**src/tsp_pkg.sv**
```systemverilog
// ----------------------------------------------------------------------------
// tsp_pkg
// Shared types and constants of the exhaustive tour search unit.
// ----------------------------------------------------------------------------
package tsp_pkg;
    localparam int MAX_CITIES = 8;
    localparam int COST_BITS  = 16;
    localparam int CITY_W  = 3;
    localparam int TOTAL_W = 20;
    localparam int NCFG_W  = 4;
    localparam logic CMD_WRITE = 1'b0;
    localparam logic CMD_SOLVE = 1'b1;

    typedef struct packed {
        logic        command;
        logic [2:0]  from_city;
        logic [2:0]  to_city;
        logic [15:0] edge_cost;
    } tsp_in_t;

    typedef struct packed {
        logic [2:0]  city;
        logic [19:0] tour_cost;
        logic        last;
    } tsp_out_t;

    typedef enum logic [2:0] {
        ST_IDLE, ST_READ, ST_ACC, ST_CMP, ST_SCAN, ST_PERM, ST_EMIT
    } tsp_state_t;
endpackage

```
**src/tsp_ram.sv**
```systemverilog
// ----------------------------------------------------------------------------
// tsp_ram
// Generic single-port-write, single-read RAM with registered read data.
// ----------------------------------------------------------------------------
module tsp_ram #(
    parameter int WIDTH = 16,
    parameter int DEPTH = 64
) (
    input  logic                     clk,
    input  logic                     we,
    input  logic [$clog2(DEPTH)-1:0] waddr,
    input  logic [WIDTH-1:0]         wdata,
    input  logic [$clog2(DEPTH)-1:0] raddr,
    output logic [WIDTH-1:0]         rdata
);
    logic [WIDTH-1:0] mem [DEPTH];

    always_ff @(posedge clk)
    begin
        if (we)
        begin
            mem[waddr] <= wdata;
        end
        rdata <= mem[raddr];
    end
endmodule

```
**src/tsp_exhaustive_tour_search_unit.sv**
```systemverilog
// ----------------------------------------------------------------------------
// tsp_exhaustive_tour_search_unit
// Brute-force tour search: cost matrix in a RAM, one shared adder/comparator
// walked by a sequencer over all city orders that start at city 0, in lexicographic order.
// ----------------------------------------------------------------------------
// A solve keeps busy high while every tour is scored: each edge is one RAM
// read (ST_READ) plus one add (ST_ACC), and each tour adds a compare (ST_CMP)
// and a permutation step (ST_SCAN, ST_PERM); the solve time is set by the
// single RAM read port and the shared adder. The tour then comes out as N+1
// beats on consecutive cycles, one strobe per beat; the receiver cannot stall
// them.
module tsp_exhaustive_tour_search_unit
    import tsp_pkg::*;
(
    input  logic                clk,
    input  logic                rst_n,
    input  logic                cfg_we,
    input  logic [NCFG_W-1:0]   cfg_wdata,
    input  logic                start,
    input  tsp_in_t             in_item,
    output logic                busy,
    output logic                strobe,
    output tsp_out_t            result
);
    localparam int IW = $clog2(MAX_CITIES);
    localparam int AW = 2 * IW;

    tsp_state_t       state_reg, state_next;
    logic [NCFG_W-1:0] ncfg_reg;
    logic [IW-1:0]    ord_reg [MAX_CITIES];
    logic [IW-1:0]    ord_next [MAX_CITIES];
    logic [IW-1:0]    best_reg [MAX_CITIES];
    logic [IW-1:0]    best_next [MAX_CITIES];
    logic [NCFG_W-1:0] n_reg, n_next;
    logic [NCFG_W-1:0] k_reg, k_next;
    logic [NCFG_W-1:0] i_reg, i_next, j_reg, j_next;
    logic [1:0]       ph_reg, ph_next;
    logic [TOTAL_W-1:0] sum_reg, sum_next, bt_reg, bt_next;
    logic             first_reg, first_next;
    logic             we;
    logic [AW-1:0]    waddr, raddr;
    logic [COST_BITS-1:0] wdata, rdata;
    logic [IW-1:0]    a_c, b_c;
    logic [NCFG_W-1:0] nsat;

    always_comb
    begin
        if (ncfg_reg == '0)
            nsat = NCFG_W'(1);
        else if (32'(ncfg_reg) > MAX_CITIES)
            nsat = NCFG_W'(MAX_CITIES);
        else
            nsat = ncfg_reg;
    end

    assign we = start && !busy && in_item.command == CMD_WRITE
                && 32'(in_item.from_city) < MAX_CITIES && 32'(in_item.to_city) < MAX_CITIES;
    assign waddr = {IW'(in_item.from_city), IW'(in_item.to_city)};
    assign wdata = COST_BITS'(in_item.edge_cost);
    assign a_c = ord_reg[k_reg[IW-1:0]];
    assign b_c = (k_reg + 1'b1 == n_reg) ? ord_reg[0] : ord_reg[IW'(k_reg + 1'b1)];
    assign raddr = {a_c, b_c};

    tsp_ram #(.WIDTH(COST_BITS), .DEPTH(MAX_CITIES * MAX_CITIES)) u_cost (
        .clk(clk), .we(we), .waddr(waddr), .wdata(wdata), .raddr(raddr), .rdata(rdata)
    );

    always_ff @(posedge clk or negedge rst_n)
    begin
        if (!rst_n)
        begin
            state_reg <= ST_IDLE;
            ncfg_reg  <= NCFG_W'(8);
        end
        else
        begin
            state_reg <= state_next;
            if (cfg_we)
            begin
                ncfg_reg <= cfg_wdata;
            end
        end
    end

    always_ff @(posedge clk)
    begin
        ord_reg   <= ord_next;
        best_reg  <= best_next;
        n_reg     <= n_next;
        k_reg     <= k_next;
        i_reg     <= i_next;
        j_reg     <= j_next;
        ph_reg    <= ph_next;
        sum_reg   <= sum_next;
        bt_reg    <= bt_next;
        first_reg <= first_next;
    end

    always_comb
    begin
        logic [IW-1:0] t;
        state_next = state_reg;
        ord_next   = ord_reg;
        best_next  = best_reg;
        n_next     = n_reg;
        k_next     = k_reg;
        i_next     = i_reg;
        j_next     = j_reg;
        ph_next    = ph_reg;
        sum_next   = sum_reg;
        bt_next    = bt_reg;
        first_next = first_reg;
        busy       = (state_reg != ST_IDLE);
        strobe     = 1'b0;
        result     = '0;
        t          = '0;
        unique case (state_reg)
            ST_IDLE:
            begin
                if (start && in_item.command == CMD_SOLVE)
                begin
                    n_next = nsat;
                    for (int m = 0; m < MAX_CITIES; m++)
                    begin
                        ord_next[m] = IW'(m);
                    end
                    k_next     = '0;
                    sum_next   = '0;
                    first_next = 1'b1;
                    state_next = ST_READ;
                end
            end
            ST_READ:
            begin
                state_next = ST_ACC;
            end
            ST_ACC:
            begin
                sum_next = sum_reg + TOTAL_W'(rdata);
                if (k_reg + 1'b1 == n_reg)
                    state_next = ST_CMP;
                else
                begin
                    k_next     = k_reg + 1'b1;
                    state_next = ST_READ;
                end
            end
            ST_CMP:
            begin
                if (first_reg || sum_reg < bt_reg)
                begin
                    best_next  = ord_reg;
                    bt_next    = sum_reg;
                    first_next = 1'b0;
                end
                if (n_reg < NCFG_W'(3))
                begin
                    k_next     = '0;
                    state_next = ST_EMIT;
                end
                else
                begin
                    i_next     = n_reg - 1'b1;
                    ph_next    = 2'd0;
                    state_next = ST_SCAN;
                end
            end
            ST_SCAN:
            begin
                if (i_reg > NCFG_W'(1)
                    && ord_reg[IW'(i_reg - 1'b1)] >= ord_reg[i_reg[IW-1:0]])
                    i_next = i_reg - 1'b1;
                else if (i_reg <= NCFG_W'(1))
                begin
                    k_next     = '0;
                    state_next = ST_EMIT;
                end
                else
                begin
                    j_next     = n_reg - 1'b1;
                    ph_next    = 2'd1;
                    state_next = ST_PERM;
                end
            end
            ST_PERM:
            begin
                if (ph_reg == 2'd1)
                begin
                    if (ord_reg[j_reg[IW-1:0]] <= ord_reg[IW'(i_reg - 1'b1)])
                        j_next = j_reg - 1'b1;
                    else
                    begin
                        t = ord_reg[IW'(i_reg - 1'b1)];
                        ord_next[IW'(i_reg - 1'b1)] = ord_reg[j_reg[IW-1:0]];
                        ord_next[j_reg[IW-1:0]] = t;
                        j_next  = n_reg - 1'b1;
                        ph_next = 2'd2;
                    end
                end
                else
                begin
                    if (i_reg < j_reg)
                    begin
                        t = ord_reg[i_reg[IW-1:0]];
                        ord_next[i_reg[IW-1:0]] = ord_reg[j_reg[IW-1:0]];
                        ord_next[j_reg[IW-1:0]] = t;
                        i_next = i_reg + 1'b1;
                        j_next = j_reg - 1'b1;
                    end
                    else
                    begin
                        k_next     = '0;
                        sum_next   = '0;
                        state_next = ST_READ;
                    end
                end
            end
            ST_EMIT:
            begin
                strobe = 1'b1;
                result.city = (k_reg == n_reg) ? '0 : CITY_W'(best_reg[k_reg[IW-1:0]]);
                result.tour_cost = bt_reg;
                result.last = (k_reg == n_reg);
                if (k_reg == n_reg)
                    state_next = ST_IDLE;
                else
                    k_next = k_reg + 1'b1;
            end
            default:
            begin
                state_next = ST_IDLE;
            end
        endcase
    end
endmodule

```
**config.mk**
```make
export PLATFORM = sky130hd
export DESIGN_NAME = tsp_exhaustive_tour_search_unit
export DESIGN_NICKNAME = d
export VERILOG_FILES = /design/src/tsp_pkg.sv /design/src/tsp_ram.sv /design/src/tsp_exhaustive_tour_search_unit.sv
export SDC_FILE = /design/constraint.sdc
export NUM_CORES = 1
export LEC_CHECK = 0
export ABC_CLOCK_PERIOD_IN_PS = 5910
export BUFFER_PORTS_ARGS = -buffer_cell sky130_fd_sc_hd__buf_2
export CAP_MARGIN = 20
export CORE_ASPECT_RATIO = 1.2
export CORE_MARGIN = 1
export CORE_UTILIZATION = 47
export CTS_BUF_LIST = sky130_fd_sc_hd__clkbuf_8
export DETAILED_ROUTE_END_ITERATION = 10
export GPL_TIMING_DRIVEN = 0
export PLACE_DENSITY = 0.64
export SLEW_MARGIN = 5
export SYNTH_ARGS = -nofsm -noshare
export SYNTH_HDL_FRONTEND = slang
export SYNTH_SLANG_ARGS = --single-unit
```
**constraint.sdc**
```tcl
create_clock -name clk -period 5.91 [get_ports clk]
set_input_delay 1.182 -clock clk [delete_from_list [all_inputs] [get_ports clk]]
set_output_delay 1.182 -clock clk [all_outputs]
set_load 0.01 [all_outputs]
```
Word level (Yosys, flattened, before mapping)
Memory sizes are Yosys's and may differ from the RTL's. A register that Yosys moved wholly into a read port is not among the register bits. Index checks and enable logic that the tools add are counted.

Logic and storage cells: 194. Bits in writable memories: 1024. Memories: 1. Register bits: 114. Output and inout bits: 26.

Bitwise operators: 6. Equal/unequal tests: 27. Multiplexer cells: 82. $add $sub $neg: 6. Order comparisons: 16. Reductions and logical operators: 29.

Memories: u_cost.mem (words 64, width 16, rd ports 1, clocked after memory_dff 1, wr ports 1, line tsp_ram.sv:16) `logic [WIDTH-1:0] mem [DEPTH];`.

Operators by type and width (number): $mux 24 (5); $bwmux 24 (4); $mux 4 (18); $mux 3 (22); $mux 20 (3); $pmux 20 s3 (1); $bmux 3 s3 (6); $pmux 24 s2 (1); $ne 2x2->1 const B (16); $demux 3 s3 (3); $pmux 4 s6 (1); $pmux 3 s7 (1); $add 20x16->20 (1); $ge 4x4->1 const B (5); $lt 20x20->1 (1); $not 3->4 (5); $mux 2 (8); $lt 4x1->1 const B (3); $pmux 4 s3 (1); $reduce_and 4->1 (3); $sub 4x1->4 const B (3); $reduce_and 5->1 (2); $eq 3x3->1 const B (3); $reduce_and 9->1 (1); 30 further kinds (49).

Logic depth before layout (Yosys ltp)
Depth after elaboration: 11. Depth in mapped cells: 17. Depth with buffers taken out: 16.

Cells and area by module
Synthesis repeated with hierarchy kept, for this count alone.

Cells, all modules: 2592. Area total of the unflattened synthesis: 48346.4 um^2.

Modules (own cells, without submodules): tsp_ram (instances 1, cells an instance 1828, area an instance 40049.7 um^2, seq. area each 31069.8 um^2); tsp_exhaustive_tour_search_unit (instances 1, cells an instance 764, area an instance 8296.7 um^2, seq. area each 3389.5 um^2).

Least setup slack after synthesis
No wires, ideal clock.

Kind: register -> register. From: reg i_reg[0]. To: reg ord_reg[0] in the netlist's numbering (enable). Stages on the path, launching flop included: 15. Arrival time: 4.635 ns. Path buffers: 1. Setup slack: 0.858 ns. Cell sequence: edfxtp_1 -> inv_1 -> clkbuf_1 -> ha_1 -> xor2_1 -> mux4_2 -> mux2i_1 -> inv_1 -> ha_1 -> inv_1 -> a21o_1 -> a21oi_1 -> a31oi_1 -> o21ai_0 -> a22oi_1.

Longest elaborated chain between the ends: 8. Elaborated cells on any way between the ends: 10.

RTL lines: start, declared (line tsp_exhaustive_tour_search_unit.sv:36) `logic [NCFG_W-1:0] i_reg, i_next, j_reg, j_next;`; start signal, assigned (line tsp_exhaustive_tour_search_unit.sv:91) `i_reg <= i_next;`; $sub 4x1->4 (line tsp_exhaustive_tour_search_unit.sv:189) `if (ord_reg[j_reg[IW-1:0]] <= ord_reg[IW'(i_reg - 1'b1)])`; $not 3->4 (not written as such) (line tsp_exhaustive_tour_search_unit.sv:189); $bmux 3 s3 (line tsp_exhaustive_tour_search_unit.sv:189); $mux 3 (not written as such) (2 in series) (line tsp_exhaustive_tour_search_unit.sv:189); $le 3x3->1 (line tsp_exhaustive_tour_search_unit.sv:189); $ne 3x3->1 (no line); $reduce_and 4->1 (no line) *; end signal, assigned (line tsp_exhaustive_tour_search_unit.sv:87) `ord_reg <= ord_next;`; end, declared (line tsp_exhaustive_tour_search_unit.sv:30) `logic [IW-1:0] ord_reg [MAX_CITIES];`.

Every way passes the cells marked *; elsewhere a longest branch is shown, timed or not. The select of a mux whose other input is x is not followed. A chain may end at the register's enable or synchronous reset.

Worst setup path in the final report
From: reg k_reg[1]. To: reg u_cost.rdata[6], read port of u_cost.mem.

Longest elaborated chain between the ends: 6. Elaborated cells on any way between the ends: 11.

RTL lines: start, declared (line tsp_exhaustive_tour_search_unit.sv:35) `logic [NCFG_W-1:0] k_reg, k_next;`; start signal, assigned (line tsp_exhaustive_tour_search_unit.sv:90) `k_reg <= k_next;`; $add 4x1->4 (line tsp_exhaustive_tour_search_unit.sv:61) `assign b_c = (k_reg + 1'b1 == n_reg) ? ord_reg[0] : ord_reg[IW'(k_reg + 1'b1)];`; $not 3->4 (not written as such) (line tsp_exhaustive_tour_search_unit.sv:61); $bmux 3 s3 (line tsp_exhaustive_tour_search_unit.sv:61); $mux 3 (not written as such) (2 in series) (line tsp_exhaustive_tour_search_unit.sv:61); $mux 3 (line tsp_exhaustive_tour_search_unit.sv:61); end, declared (line tsp_ram.sv:14) `output logic [WIDTH-1:0] rdata`.

Several ways; a longest one is shown, not always the timed one. The select of a mux whose other input is x is not followed.

==> results.json <==
{
  "drv_cap": 0,
  "vias": 29000,
  "drt_wl_total_um": 124000,
  "final_hold_viol_count": 0,
  "clock_sinks": 1154,
  "yosys-top-cells-area": "edfxtp_1 71%, mux2i_1 6.1%, nand2_1 3.2%",
  "synthesis.instances": 3204,
  "grt_pass1_vias": 27900,
  "grt_max_degree": 65,
  "overflow": 0,
  "clk_latency_ns": 0.85,
  "port_buffers": 53,
  "synth_top_cell_area_share_pct": 71.1,
  "ys_seq_area_share_pct": 72.1,
  "setup_viol": 0,
  "largest_reg_flops": 1024,
  "fin_crit_sh_pct": 96.6,
  "max-slew-margin-rel_pct": 30.5,
  "grt_pass1_wl_um": 180000,
  "arrival_ns": 6.40,
  "slowest_stage": "a21oi_1",
  "cts_root_buffer": "clkbuf_8",
  "first_iter_violations": 2587,
  "netlist_area_um2": 47800,
  "dp_hpwl_um": 83700,
  "postSynth.asyncResetShare_pct": 0.607,
  "cts_tree": "built",
  "worst_pin_slew_ns": 1.02,
  "cpPeakStageDelay_ns": 0.73,
  "post_cts_resized": 0,
  "avgRoutedWirePerCell_um": 24.8,
  "crit_type": "reg2reg",
  "rows": 127,
  "h-tree-depth": 4,
  "gp_congestion": 0.960,
  "slew_viol_final": 0,
  "hold_path_class": "in2async",
  "first_pass_iters": 6,
  "crit_chain": "ha_1, buf_6, mux4_2, mux2i_2, a311oi_1, a21oi_1, clkbuf_1, clkbuf_1, o22ai_1, nor3_1, o22ai_1, or4_1",
  "synth-seq-cells": 1154,
  "start_util_pct": 47.7,
  "final_util_pct": 54.0,
  "io_pins": 57,
  "num-nets-final": 3583,
  "yosys_warnings": 0,
  "max-clock-path-buffers": 3,
  "grt_usage_pct": 24.1,
  "cts_setup_buffers": 0,
  "worstSetupEndpointType": "register",
  "yosysTopAreaCell": "edfxtp_1",
  "drtAntennaViolNets": 0,
  "area_growth_syn_to_layout_pct": 13.3,
  "coreArea_um2": 100000,
  "worstPathRequired_ns": 6.61,
  "grt_setup_unrepaired": "false",
  "hold_buffers": 0,
  "synth-edff-count": 1131,
  "synthFlopType": "edfxtp_1",
  "finClkSkew_ns": 0.0526,
  "final_layout_size_suffix_gt1_share_pct": 14.3,
  "yosysUniqueCellTypes": 64,
  "max_freq_ghz": 0.175,
  "die-height_um": 351,
  "synthesis.nets": 3287,
  "clkTransAtPathRegs_ns": 0.06,
  "cts_buffers": 177,
  "avgSynthCellArea_um2": 14.9,
  "avgViaCountPerCell": 5.80,
  "antenna_found_initial": 11,
  "die_area_um2": 103000,
  "status": "finished, final reports clean",
  "cp_max_fo": 10,
  "drc_errors": 0,
  "die_w_um": 293,
  "finalCriticalPeriod_ns": 5.71,
  "startpoint_type": "register"
}
-- critical path: cells and delay by family (launching register included) --
kind / cells / cell delay [ns]
adders and majority gates: 1 / 0.35
AOI/OAI and AO/OA: 4 / 1.34
and+or+nand+nor: 2 / 1.12
muxes: 2 / 0.81
DFF: 1 / 0.53
buffers and inverters: 3 / 1.39
-- through the flow --
stage	hold WS (ns)	TNS (ns)	area [um^2]	worst slack [ns]	instances
after floorplan	0.448	0	47800	0.858	3204
after detailed placement	0.472	0	50800	0.354	4674
after global routing	0.130	0	54100	0.169	4999
after global placement	0.468	-12.81	49800	-0.535	4611
final	0.155	0	54100	0.204	5002
after CTS	0.0908	0	54100	0.342	4997
-- final cells by class --
type | count | area (um^2)
buffer | 177 | 748
inverter | 44 | 165
clock inverter | 143 | 848
fill | 8078 | 46100
sequential | 1154 | 34500
timing repair buffer | 117 | 1160
clock buffer | 180 | 2480
multi-input combinational | 1829 | 12600
antenna | 4 | 10.0
tap | 1354 | 1690
-- cell usage in the layout (no fill, tap or decap), drive strengths merged, types with 83 or more instances in the layout --
cell type  instances
nand2            405
nor3              83
o22ai            179
a21oi            168
mux2i            291
nor2             193
inv              104
buf              174
edfxtp          1131
clkbuf           300
-- synth_stat cells, drive strengths merged (13+ instances only) --
cell type / count
o21ai: 45
ha: 51
nand2b: 16
dfxtp: 16
xnor2: 18
mux2i: 291
a22oi: 26
nor2b: 13
a21o: 20
a21oi: 168
buf: 57
nand3: 20
nor3: 83
inv: 44
nor2: 193
clkbuf: 120
mux4: 58
or4: 16
a311oi: 34
mux2: 16
a211oi: 39
nand2: 405
and3: 40
edfxtp: 1131
o22ai: 179
-- logic make-up after synthesis --
| group | synth area share (%) |
|---|---|
| flip-flops | 72.1 |
| adder cells (fa/ha/maj) | 1.38 |
| AO/OA/AOI/OAI | 7.35 |
| XOR/XNOR | 0.615 |
| multiplexers | 9.21 |
| buffers and inverters | 1.91 |
| AND/OR/NAND/NOR | 7.43 |
-- final timing paths --
kind | start | endpoint | slack [ns] | cells past startpoint
min in group clk | sum_reg[0]$_SDFFCE_PN0P_ | bt_reg[0]$_DFFE_PP_ | 0.47 | 0
min reg2reg | sum_reg[0]$_SDFFCE_PN0P_ | bt_reg[0]$_DFFE_PP_ | 0.47 | 0
min | rst_n | ncfg_reg[0]$_DFFE_PN0P_ | 0.15 | 1
max | k_reg[1]$_SDFFCE_PN0P_ | u_cost.rdata[6]$_DFF_P_ | 0.20 | 12
max reg2reg | k_reg[1]$_SDFFCE_PN0P_ | u_cost.rdata[6]$_DFF_P_ | 0.20 | 12
max in group asynchronous | rst_n | ncfg_reg[3]$_DFFE_PN1P_ | 5.50 | 1
-- metal layers --
metal  global-route usage [%]  part of all wire, %
met1                     31.4                   40
met2                     39.2                   48
met3                     4.10                  7.8
met4                     11.8                  4.6
met5                        0                0.025
Power is left out: the tool's default activity adds up to more than one toggle a clock period on the data nets, which glitch-free logic cannot reach.
